[src/hw/rtl/tlr_pkg.sv]
// ----------------------------------------------------------------------------
// tlr_pkg: shared types and constants of the tensor layout reorder core
// Register indexes, layout mode codes, the decoded configuration bundle and
// the per-item position record passed from the walker to the address pipe.
// ----------------------------------------------------------------------------
package tlr_pkg;

  // parameter defaults
  localparam int ADDR_BITS_DEF = 24;
  localparam int DATA_BITS_DEF = 32;
  localparam int MAX_BLOCK_DEF = 16;

  // full-precision destination index width (largest index stays below 2**47)
  localparam int FULL_BITS = 48;

  // configuration port
  localparam int CFG_INDEX_BITS = 3;
  localparam int CFG_DATA_BITS  = 13;

  // register indexes
  localparam logic [CFG_INDEX_BITS-1:0] REG_LAYOUT_MODE   = 3'd0;
  localparam logic [CFG_INDEX_BITS-1:0] REG_BLOCK_SHIFT   = 3'd1;
  localparam logic [CFG_INDEX_BITS-1:0] REG_BATCH_COUNT   = 3'd2;
  localparam logic [CFG_INDEX_BITS-1:0] REG_CHANNEL_COUNT = 3'd3;
  localparam logic [CFG_INDEX_BITS-1:0] REG_ROW_COUNT     = 3'd4;
  localparam logic [CFG_INDEX_BITS-1:0] REG_COLUMN_COUNT  = 3'd5;

  // layout modes; the unused code behaves as nchw to nhwc
  localparam logic [1:0] MODE_TO_NHWC  = 2'd0;
  localparam logic [1:0] MODE_TO_BLOCK = 2'd1;
  localparam logic [1:0] MODE_UNBLOCK  = 2'd2;

  // decoded configuration: counts clamped, block size resolved
  typedef struct packed {
    logic [1:0]  mode;
    logic [2:0]  shift;
    logic [4:0]  bs;
    logic [8:0]  nn;
    logic [12:0] cc;
    logic [12:0] hh;
    logic [12:0] ww;
    logic [9:0]  nblk;
  } cfg_t;

  // position of one item in the source tensor
  typedef struct packed {
    logic        real_elem;
    logic        last;
    logic [7:0]  n;
    logic [16:0] c;
    logic [11:0] h;
    logic [11:0] w;
  } walk_t;

endpackage

[src/hw/rtl/tlr_cfg.sv]
// ----------------------------------------------------------------------------
// tlr_cfg: configuration registers
// Holds the six writable registers and decodes them into clamped counts,
// the effective channel block size and the channel block count.
// ----------------------------------------------------------------------------
module tlr_cfg #(
  parameter int MAX_BLOCK = tlr_pkg::MAX_BLOCK_DEF
) (
  input  logic                                clk,
  input  logic                                rst,
  input  logic                                cfg_write,
  input  logic [tlr_pkg::CFG_INDEX_BITS-1:0]  cfg_index,
  input  logic [tlr_pkg::CFG_DATA_BITS-1:0]   cfg_data,
  output tlr_pkg::cfg_t                       cfg
);

  logic [1:0]  layout_mode;
  logic [2:0]  block_shift;
  logic [8:0]  batch_count;
  logic [12:0] channel_count;
  logic [12:0] row_count;
  logic [12:0] column_count;

  logic [2:0]  shift_sel;
  logic [13:0] blk_sum;

  // register writes
  always_ff @(posedge clk) begin
    if (rst) begin
      layout_mode   <= tlr_pkg::MODE_TO_NHWC;
      block_shift   <= 3'd4;
      batch_count   <= 9'd1;
      channel_count <= 13'd16;
      row_count     <= 13'd1;
      column_count  <= 13'd1;
    end else if (cfg_write) begin
      unique case (cfg_index)
        tlr_pkg::REG_LAYOUT_MODE:   layout_mode   <= cfg_data[1:0];
        tlr_pkg::REG_BLOCK_SHIFT:   block_shift   <= cfg_data[2:0];
        tlr_pkg::REG_BATCH_COUNT:   batch_count   <= cfg_data[8:0];
        tlr_pkg::REG_CHANNEL_COUNT: channel_count <= cfg_data;
        tlr_pkg::REG_ROW_COUNT:     row_count     <= cfg_data;
        tlr_pkg::REG_COLUMN_COUNT:  column_count  <= cfg_data;
        default: ;
      endcase
    end
  end

  // decode: zero counts read as one, large counts saturate
  always_comb begin
    cfg.mode = layout_mode;
    cfg.nn = (batch_count == 9'd0) ? 9'd1 :
             (batch_count > 9'd256) ? 9'd256 : batch_count;
    cfg.cc = (channel_count == 13'd0) ? 13'd1 :
             (channel_count > 13'd4096) ? 13'd4096 : channel_count;
    cfg.hh = (row_count == 13'd0) ? 13'd1 :
             (row_count > 13'd4096) ? 13'd4096 : row_count;
    cfg.ww = (column_count == 13'd0) ? 13'd1 :
             (column_count > 13'd4096) ? 13'd4096 : column_count;

    // block size 8 or 16, capped by the largest supported block
    shift_sel = (block_shift == 3'd3) ? 3'd3 : 3'd4;
    cfg.shift = shift_sel;
    cfg.bs    = 5'd1 << shift_sel;
    if (cfg.bs > 5'(MAX_BLOCK)) begin
      cfg.bs    = 5'(MAX_BLOCK);
      cfg.shift = (MAX_BLOCK >= 16) ? 3'd4 : 3'd3;
    end

    // channel blocks, rounded up
    blk_sum  = 14'(cfg.cc) + 14'(cfg.bs) - 14'd1;
    cfg.nblk = 10'(blk_sum >> cfg.shift);
  end

endmodule

[src/hw/rtl/tlr_walk.sv]
// ----------------------------------------------------------------------------
// tlr_walk: source position counters
// Tracks batch, channel (or channel block), row, column and lane of the
// current item, flags padding lanes and the final element, and advances
// on every accepted item.
// ----------------------------------------------------------------------------
module tlr_walk (
  input  logic           clk,
  input  logic           rst,
  input  tlr_pkg::cfg_t  cfg,
  input  logic           step,
  output tlr_pkg::walk_t pos
);

  logic [7:0]  batch_pos;
  logic [11:0] chan_pos;
  logic [11:0] row_pos;
  logic [11:0] col_pos;
  logic [3:0]  lane_pos;

  logic [7:0]  batch_pos_next;
  logic [11:0] chan_pos_next;
  logic [11:0] row_pos_next;
  logic [11:0] col_pos_next;
  logic [3:0]  lane_pos_next;

  logic        unblock;
  logic [12:0] chan_cnt;
  logic [4:0]  lane_inc;
  logic [12:0] col_inc;
  logic [12:0] row_inc;
  logic [12:0] chan_inc;
  logic [8:0]  batch_inc;
  logic        lane_wrap;
  logic        col_step;
  logic        col_wrap;
  logic        row_wrap;
  logic        chan_wrap;
  logic [17:0] c_inc;
  logic        last_common;

  assign unblock  = (cfg.mode == tlr_pkg::MODE_UNBLOCK);
  assign chan_cnt = unblock ? 13'(cfg.nblk) : cfg.cc;

  // increments and wrap detection
  always_comb begin
    lane_inc  = 5'(lane_pos) + 5'd1;
    col_inc   = 13'(col_pos) + 13'd1;
    row_inc   = 13'(row_pos) + 13'd1;
    chan_inc  = 13'(chan_pos) + 13'd1;
    batch_inc = 9'(batch_pos) + 9'd1;
    lane_wrap = (lane_inc >= cfg.bs);
    col_step  = unblock ? lane_wrap : 1'b1;
    col_wrap  = (col_inc >= cfg.ww);
    row_wrap  = (row_inc >= cfg.hh);
    chan_wrap = (chan_inc >= chan_cnt);
  end

  // carry chain: lane (unblocking only), column, row, channel, batch
  always_comb begin
    lane_pos_next  = lane_pos;
    col_pos_next   = col_pos;
    row_pos_next   = row_pos;
    chan_pos_next  = chan_pos;
    batch_pos_next = batch_pos;
    if (unblock) begin
      lane_pos_next = lane_wrap ? 4'd0 : lane_inc[3:0];
    end
    if (col_step) begin
      col_pos_next = col_wrap ? 12'd0 : col_inc[11:0];
      if (col_wrap) begin
        row_pos_next = row_wrap ? 12'd0 : row_inc[11:0];
        if (row_wrap) begin
          chan_pos_next = chan_wrap ? 12'd0 : chan_inc[11:0];
          if (chan_wrap) begin
            batch_pos_next = (batch_inc >= cfg.nn) ? 8'd0 : batch_inc[7:0];
          end
        end
      end
    end
  end

  always_ff @(posedge clk) begin
    if (rst) begin
      batch_pos <= '0;
      chan_pos  <= '0;
      row_pos   <= '0;
      col_pos   <= '0;
      lane_pos  <= '0;
    end else if (step) begin
      batch_pos <= batch_pos_next;
      chan_pos  <= chan_pos_next;
      row_pos   <= row_pos_next;
      col_pos   <= col_pos_next;
      lane_pos  <= lane_pos_next;
    end
  end

  // channel index, padding and last-element flags
  always_comb begin
    pos.n = batch_pos;
    pos.h = row_pos;
    pos.w = col_pos;
    pos.c = unblock ? (17'(chan_pos) * 17'(cfg.bs) + 17'(lane_pos)) : 17'(chan_pos);
    c_inc = 18'(pos.c) + 18'd1;
    last_common = (batch_inc == cfg.nn) && (row_inc == cfg.hh) && (col_inc == cfg.ww);
    if (unblock) begin
      pos.real_elem = (pos.c < 17'(cfg.cc));
      pos.last      = last_common && (chan_inc == 13'(cfg.nblk)) &&
                      (c_inc == 18'(cfg.cc));
    end else begin
      pos.real_elem = 1'b1;
      pos.last      = last_common && (chan_inc == cfg.cc);
    end
  end

endmodule

[src/hw/rtl/tlr_addr.sv]
// ----------------------------------------------------------------------------
// tlr_addr: destination address pipeline
// Five register stages: item capture, three multiply-add steps of the
// mixed-radix index, and a final block scale with overflow check feeding
// the result register. Stages advance independently so bubbles collapse.
// ----------------------------------------------------------------------------
module tlr_addr #(
  parameter int ADDR_BITS = tlr_pkg::ADDR_BITS_DEF,
  parameter int DATA_BITS = tlr_pkg::DATA_BITS_DEF
) (
  input  logic                 clk,
  input  logic                 rst,
  input  tlr_pkg::cfg_t        cfg,
  input  logic                 load,
  input  tlr_pkg::walk_t       pos,
  input  logic [DATA_BITS-1:0] value_in,
  output logic                 take_ready,
  output logic                 result_valid,
  input  logic                 result_stall,
  output logic [ADDR_BITS-1:0] dest_address,
  output logic [DATA_BITS-1:0] moved_value,
  output logic                 last_element,
  output logic                 address_overflow
);

  localparam int FB = tlr_pkg::FULL_BITS;

  logic                 v0, v1, v2, v3;
  logic                 r0, r1, r2, r3, r4;
  tlr_pkg::walk_t       w0, w1, w2, w3;
  logic [DATA_BITS-1:0] d0, d1, d2, d3;
  logic [20:0]          p1;
  logic [33:0]          p2;
  logic [FB-1:0]        p3;

  logic                 mode_blk;
  logic                 mode_unblk;
  logic                 mode_nhwc;

  logic [12:0]          m1;
  logic [16:0]          a1;
  logic [20:0]          p1_next;
  logic [12:0]          m2;
  logic [11:0]          a2;
  logic [33:0]          p2_next;
  logic [12:0]          m3;
  logic [16:0]          a3;
  logic [FB-1:0]        p3_next;
  logic [3:0]           lane;
  logic [FB-1:0]        full_next;

  assign mode_blk   = (cfg.mode == tlr_pkg::MODE_TO_BLOCK);
  assign mode_unblk = (cfg.mode == tlr_pkg::MODE_UNBLOCK);
  assign mode_nhwc  = !mode_blk && !mode_unblk;

  // stage readiness, from the result register backward
  assign r4 = !result_valid || !result_stall;
  assign r3 = !v3 || r4;
  assign r2 = !v2 || r3;
  assign r1 = !v1 || r2;
  assign r0 = !v0 || r1;
  assign take_ready = r0;

  // first multiply-add: batch by outer count
  always_comb begin
    if (mode_unblk) begin
      m1 = cfg.cc;
      a1 = w0.c;
    end else if (mode_blk) begin
      m1 = 13'(cfg.nblk);
      a1 = w0.c >> cfg.shift;
    end else begin
      m1 = cfg.hh;
      a1 = 17'(w0.h);
    end
    p1_next = 21'(w0.n) * 21'(m1) + 21'(a1);
  end

  // second multiply-add
  always_comb begin
    m2 = mode_nhwc ? cfg.ww : cfg.hh;
    a2 = mode_nhwc ? w1.w : w1.h;
    p2_next = 34'(p1) * 34'(m2) + 34'(a2);
  end

  // third multiply-add
  always_comb begin
    m3 = mode_nhwc ? cfg.cc : cfg.ww;
    a3 = mode_nhwc ? w2.c : 17'(w2.w);
    p3_next = FB'(p2) * FB'(m3) + FB'(a3);
  end

  // block scale and lane for the blocked layout; block size is a power of two
  always_comb begin
    lane = w3.c[3:0] & 4'(cfg.bs - 5'd1);
    full_next = mode_blk ? ((p3 << cfg.shift) + FB'(lane)) : p3;
  end

  // valid bits
  always_ff @(posedge clk) begin
    if (rst) begin
      v0 <= 1'b0;
      v1 <= 1'b0;
      v2 <= 1'b0;
      v3 <= 1'b0;
      result_valid <= 1'b0;
    end else begin
      if (r0) v0 <= load && pos.real_elem;
      if (r1) v1 <= v0;
      if (r2) v2 <= v1;
      if (r3) v3 <= v2;
      if (r4) result_valid <= v3;
    end
  end

  // payload registers
  always_ff @(posedge clk) begin
    if (r0) begin
      w0 <= pos;
      d0 <= value_in;
    end
    if (r1) begin
      w1 <= w0;
      d1 <= d0;
      p1 <= p1_next;
    end
    if (r2) begin
      w2 <= w1;
      d2 <= d1;
      p2 <= p2_next;
    end
    if (r3) begin
      w3 <= w2;
      d3 <= d2;
      p3 <= p3_next;
    end
    if (r4) begin
      dest_address     <= full_next[ADDR_BITS-1:0];
      address_overflow <= |(full_next >> ADDR_BITS);
      moved_value      <= d3;
      last_element     <= w3.last;
    end
  end

endmodule

[src/hw/rtl/tensor_layout_reorder_core.sv]
// ----------------------------------------------------------------------------
// tensor_layout_reorder_core: streaming tensor layout converter
// an accepted item passes the capture, multiply-add and output registers;
// throughput is one item per cycle while result_stall is low, set by the
// address pipe (three registered multiply-add steps and a block scale step)
// padding lanes in unblocking mode are consumed without a result
// rst (synchronous) restores register defaults and zeroes all counters
// ----------------------------------------------------------------------------
module tensor_layout_reorder_core #(
  parameter int ADDR_BITS = tlr_pkg::ADDR_BITS_DEF,
  parameter int DATA_BITS = tlr_pkg::DATA_BITS_DEF,
  parameter int MAX_BLOCK = tlr_pkg::MAX_BLOCK_DEF
) (
  input  logic                               clk,
  input  logic                               rst,
  input  logic                               cfg_write,
  input  logic [tlr_pkg::CFG_INDEX_BITS-1:0] cfg_index,
  input  logic [tlr_pkg::CFG_DATA_BITS-1:0]  cfg_data,
  input  logic                               item_valid,
  output logic                               item_stall,
  input  logic [DATA_BITS-1:0]               element_value,
  output logic                               result_valid,
  input  logic                               result_stall,
  output logic [ADDR_BITS-1:0]               dest_address,
  output logic [DATA_BITS-1:0]               moved_value,
  output logic                               last_element,
  output logic                               address_overflow
);

  tlr_pkg::cfg_t  cfg;
  tlr_pkg::walk_t pos;
  logic           take_ready;
  logic           accept;

  // item handshake
  assign item_stall = !take_ready;
  assign accept     = item_valid && take_ready;

  tlr_cfg #(
    .MAX_BLOCK (MAX_BLOCK)
  ) u_cfg (
    .clk       (clk),
    .rst       (rst),
    .cfg_write (cfg_write),
    .cfg_index (cfg_index),
    .cfg_data  (cfg_data),
    .cfg       (cfg)
  );

  tlr_walk u_walk (
    .clk  (clk),
    .rst  (rst),
    .cfg  (cfg),
    .step (accept),
    .pos  (pos)
  );

  tlr_addr #(
    .ADDR_BITS (ADDR_BITS),
    .DATA_BITS (DATA_BITS)
  ) u_addr (
    .clk              (clk),
    .rst              (rst),
    .cfg              (cfg),
    .load             (accept),
    .pos              (pos),
    .value_in         (element_value),
    .take_ready       (take_ready),
    .result_valid     (result_valid),
    .result_stall     (result_stall),
    .dest_address     (dest_address),
    .moved_value      (moved_value),
    .last_element     (last_element),
    .address_overflow (address_overflow)
  );

endmodule
[config.mk]
export PLATFORM = sky130hd
export DESIGN_NAME = tensor_layout_reorder_core
export DESIGN_NICKNAME = d
export VERILOG_FILES = /design/src/hw/rtl/tlr_pkg.sv /design/src/hw/rtl/tlr_cfg.sv /design/src/hw/rtl/tlr_walk.sv /design/src/hw/rtl/tlr_addr.sv /design/src/hw/rtl/tensor_layout_reorder_core.sv
export SDC_FILE = /design/constraint.sdc
export NUM_CORES = 2
export LEC_CHECK = 0
export ABC_AREA = 1
export BUFFER_PORTS_ARGS = -buffer_cell sky130_fd_sc_hd__buf_4
export CAP_MARGIN = 15
export CORE_MARGIN = 3
export CORE_UTILIZATION = 38
export CTS_CLUSTER_DIAMETER = 200
export CTS_CLUSTER_SIZE = 12
export DETAILED_ROUTE_END_ITERATION = 16
export MAX_ROUTING_LAYER = met4
export PLACE_DENSITY = 0.51
export SLEW_MARGIN = 20
export SYNTH_ARGS = -nofsm -noshare
export SYNTH_HDL_FRONTEND = slang
export SYNTH_SLANG_ARGS = --single-unit
[constraint.sdc]
create_clock -name clk -period 21.1 [get_ports clk]
set_input_delay 1.055 -clock clk [delete_from_list [all_inputs] [get_ports clk]]
set_output_delay 1.055 -clock clk [all_outputs]
set_load 0.1 [all_outputs]
==> summary.txt <==
Run status
  • Outcome: finished clean

Final layout
  • Share of layout cells above drive strength 1: under 10%
  • Syn-to-layout area delta: 7.81%
  • Reg area: about 0.015 mm²
  • Finished Core Util: between 40% and 50%
  • Commonest non-fill, non-tap cell in the layout: nand2_1
  • Layout fillers: approximately 14k
  • Layout Cells excl Fill: between 8k and 9k
  • Multi-input logic area: ~0.033 mm²
  • # diodes: 0
  • Nets: approximately 7.3k
  • Most frequent cells in the layout: nand2_1 (1,354), inv_1 (1,116), nor2_1 (689), fa_1 (669), edfxtp_1 (416)

Timing
  • Pins Over Slew Limit: 0
  • Clk_skew: 0.0552 ns
  • Sum Neg Setup Slack: 0 ns
  • RSZ-0062 raised after global routing: false
  • Final Setup Violations: 0
  • Worst slew pin tran: roughly 1 ns
  • Worst rel slew slack: ~34%
  • Worst setup margin: between 10 and 15 ns
  • Period Utilization, post-route: a little over two fifths
  • Max Clock Freq: roughly 110 MHz
  • Fin crit period: a little under 9 ns
  • Final count of hold timing violations: 0

Setup path
  • Critical Path Most Common Cell: inv_1
  • Crit path largest cell delay: about 0.55 ns
  • CP startpoint: u_cfg.layout_mode[0]$_SDFFE_PP0P_
  • CP arrival: ~9.2 ns
  • Crit. End Element: register
  • Max Fanout on Critical Path: 50
  • Worst EP required: ~21 ns
  • Crit Path Category: register to register
  • Worst-path cell with the longest stage delay: fa_1
  • R2r worst-path depth: 33
  • FF-to-FF Start: u_cfg.layout_mode[0]$_SDFFE_PP0P_
  • Startpoint Class: register

Placed design
  • Pre-CTS setup slack: ~12 ns
  • Buffers on Ports: about 110
  • Dpl cells: 8,002
  • Detailed Place HPWL: 126,000 µm
  • Gpl congestion: 0.943

Routing
  • Routed via count: a little over 40k
  • Drt drc: 0
  • DR vias/cell: between 5 and 6
  • Post-Route WL: 156,000 µm
  • Drt first pass iters: 7
  • Final ANT Viol Nets: 0
  • Detailed Route Iter0 Violations: about 2.9k
  • DR WL/cell: just under 20 µm

Floorplan
  • Die Y: around 380 µm
  • Io pins: approximately 110
  • Core area: approximately 0.14 mm²
  • Die width: roughly 380 µm
  • Row Count: roughly 140
  • Die area: about 0.14 mm²
  • Initial Util: around 38%

Clocking
  • CTS tree: done
  • Post-CTS Hold Fix Bufs: 0
  • Clock Pin Slew Worst Setup and Hold Paths: 0.08 ns
  • Maximum clock path buffer count: 3
  • Post-CTS sizing: 0
  • H-tree levels: 2
  • Post-CTS Setup Inserts: 0
  • Skew-Pair Late Insertion Delay: between 0.6 and 0.7 ns
  • Root Buffer: clkbuf_16
  • Clock buffer count from CTS: between 40 and 50
  • Clk sinks: 522

Logic synthesis
  • Asr flop ratio synth: 0%
  • Yosys cell types: 65
  • Mapped Cells: between 6k and 7k
  • Mapped Avg Cell Area: ~8.6 µm²
  • Ys Warns: 0
  • #FFs+latches synth: 522
  • Post-synth EDFFs: between 400 and 500
  • Post-synthesis instance area: roughly 0.053 mm²
  • Top FF cell, synth: edfxtp_1
  • Post-synthesis sequential area ratio: between 20% and 30%

Power
  • Static Leakage: 26.2 nW
  • VDD IR max: approximately 0.059 mV
  • Power per cell area: about 47 mW/mm²

GRT
  • Largest net degree at the start of global routing: slightly above 70
  • Vias in the first global route: 41.8k
  • Initial antenna violation count: 1
  • First-pass GRT wire length: between 200,000 and 250,000 µm
  • Total GRT Usage: between 20% and 30%
  • GR Overflow Total: 0

Min path
  • Hold Path Class: register to register
  • Worst hold start: u_addr.d3[7]$_DFFE_PP_
  • Hold path cells: 0

Job
  • Maxcap violations: 0
## report_power, final
part	total (mW)	switching, mW	internal (mW)	leakage, nW
combinational	0.625	0.456	0.169	19.8
clock	0.842	0.402	0.440	0.665
sequential	1.24	0.0585	1.18	5.69
total	2.71	0.917	1.79	26.2
## state kept, by name (all words and copies together) (netlist names), 34 cells and up
name / flops
u_addr.w0: 50
u_addr.p3: 48
u_addr.p2: 34
u_addr.w1: 42
## cell families (layout without fill, tap and decap cells)
kind of cell	count (synthesis)	in the layout	synth area share, %
flip-flops	522	522	27.5
buffers and inverters	1331	1367	9.62
XOR/XNOR	163	163	2.69
adder cells (fa/ha/maj)	1069	1069	34.7
multiplexers	6	6	0.113
other	2	15	0.0141
AND/OR/NAND/NOR	2421	2421	18.5
AO/OA/AOI/OAI	650	650	6.91
## stage by stage
| stage | power (mW) | area (µm²) | hold slack (ns) |
|---|---|---|---|
| 3_5_place_dp | 1.89 | 55800 | 0.405 |
| 4_1_cts | 2.74 | 57200 | 0.396 |
| 6_report | 2.71 | 57200 | 0.399 |
| 3_3_place_gp | 1.89 | 55800 | 0.400 |
| 5_1_grt | 2.84 | 57200 | 0.408 |
| 2_1_floorplan | 1.68 | 53100 | 0.400 |
## cells in the mapped netlist, drive strengths merged (3+ instances only)
| cell type | instances | share of area (%) |
|---|---|---|
| nand3 | 198 | 1.9 |
| o32ai | 3 | 0.049 |
| dfxtp | 106 | 4.0 |
| nand2 | 1370 | 9.8 |
| o21a | 14 | 0.20 |
| inv | 1125 | 8.0 |
| xnor2 | 58 | 0.96 |
| nand4 | 62 | 0.73 |
| a21oi | 244 | 2.3 |
| nor4 | 15 | 0.18 |
| nor2 | 712 | 5.2 |
| clkinv | 15 | 0.11 |
| mux2i | 6 | 0.11 |
| nor3 | 44 | 0.43 |
| a221oi | 3 | 0.049 |
| o2111ai | 3 | 0.049 |
| or2 | 6 | 0.071 |
| a21o | 9 | 0.13 |
| edfxtp | 416 | 24 |
| o31ai | 7 | 0.099 |
| ha | 400 | 9.4 |
| a31oi | 31 | 0.37 |
| buf | 82 | 0.79 |
| o21bai | 6 | 0.085 |
| fa | 669 | 25 |
| o21ai | 268 | 2.7 |
| a21boi | 8 | 0.11 |
| xor2 | 105 | 1.7 |
| o211ai | 18 | 0.25 |
| clkbuf | 109 | 0.77 |
| a211oi | 6 | 0.085 |
| a22oi | 5 | 0.071 |
| o221ai | 10 | 0.16 |
| nand3b | 8 | 0.11 |
| o22ai | 8 | 0.094 |
## layer usage
layer | up-vias | track usage (%) | wire length (µm)
met2 | 1005 | 36.3 | 73800
met3 | 218 | 2.00 | 6890
li1 | 19300 | - | -
met5 | - | - | 0
met4 | 0 | 5.41 | 4170
met1 | 20000 | 30.4 | 71300
## layout make-up
| cell class | instances | area share (%) |
|---|---|---|
| inverter | 1140 | 7.49 |
| multi-input combinational | 4324 | 58.5 |
| tap | 1863 | 4.07 |
| clock inverter | 2 | 0.0656 |
| clock buffer | 72 | 2.37 |
| timing repair buffer | 153 | 2.01 |
| sequential | 522 | 25.5 |
## critical path, delay by kind of cell (launching register included)
kind / cells / cell delay, ns
DFF: 1 / 0.34
and+or+nand+nor: 8 / 0.85
AOI/OAI and AO/OA: 6 / 1.68
buffers and inverters: 11 / 1.95
adders and majority gates: 8 / 3.67
## path summary, 6_finish.rpt
check                                    end  slack [ns]
max                  u_addr.p3[35]$_DFFE_PP_       12.24
min          u_addr.moved_value[7]$_DFFE_PP_        0.40
max reg2reg          u_addr.p3[35]$_DFFE_PP_       12.24
min reg2reg  u_addr.moved_value[7]$_DFFE_PP_        0.40
No activity file was read; power rests on OpenSTA's default activity.
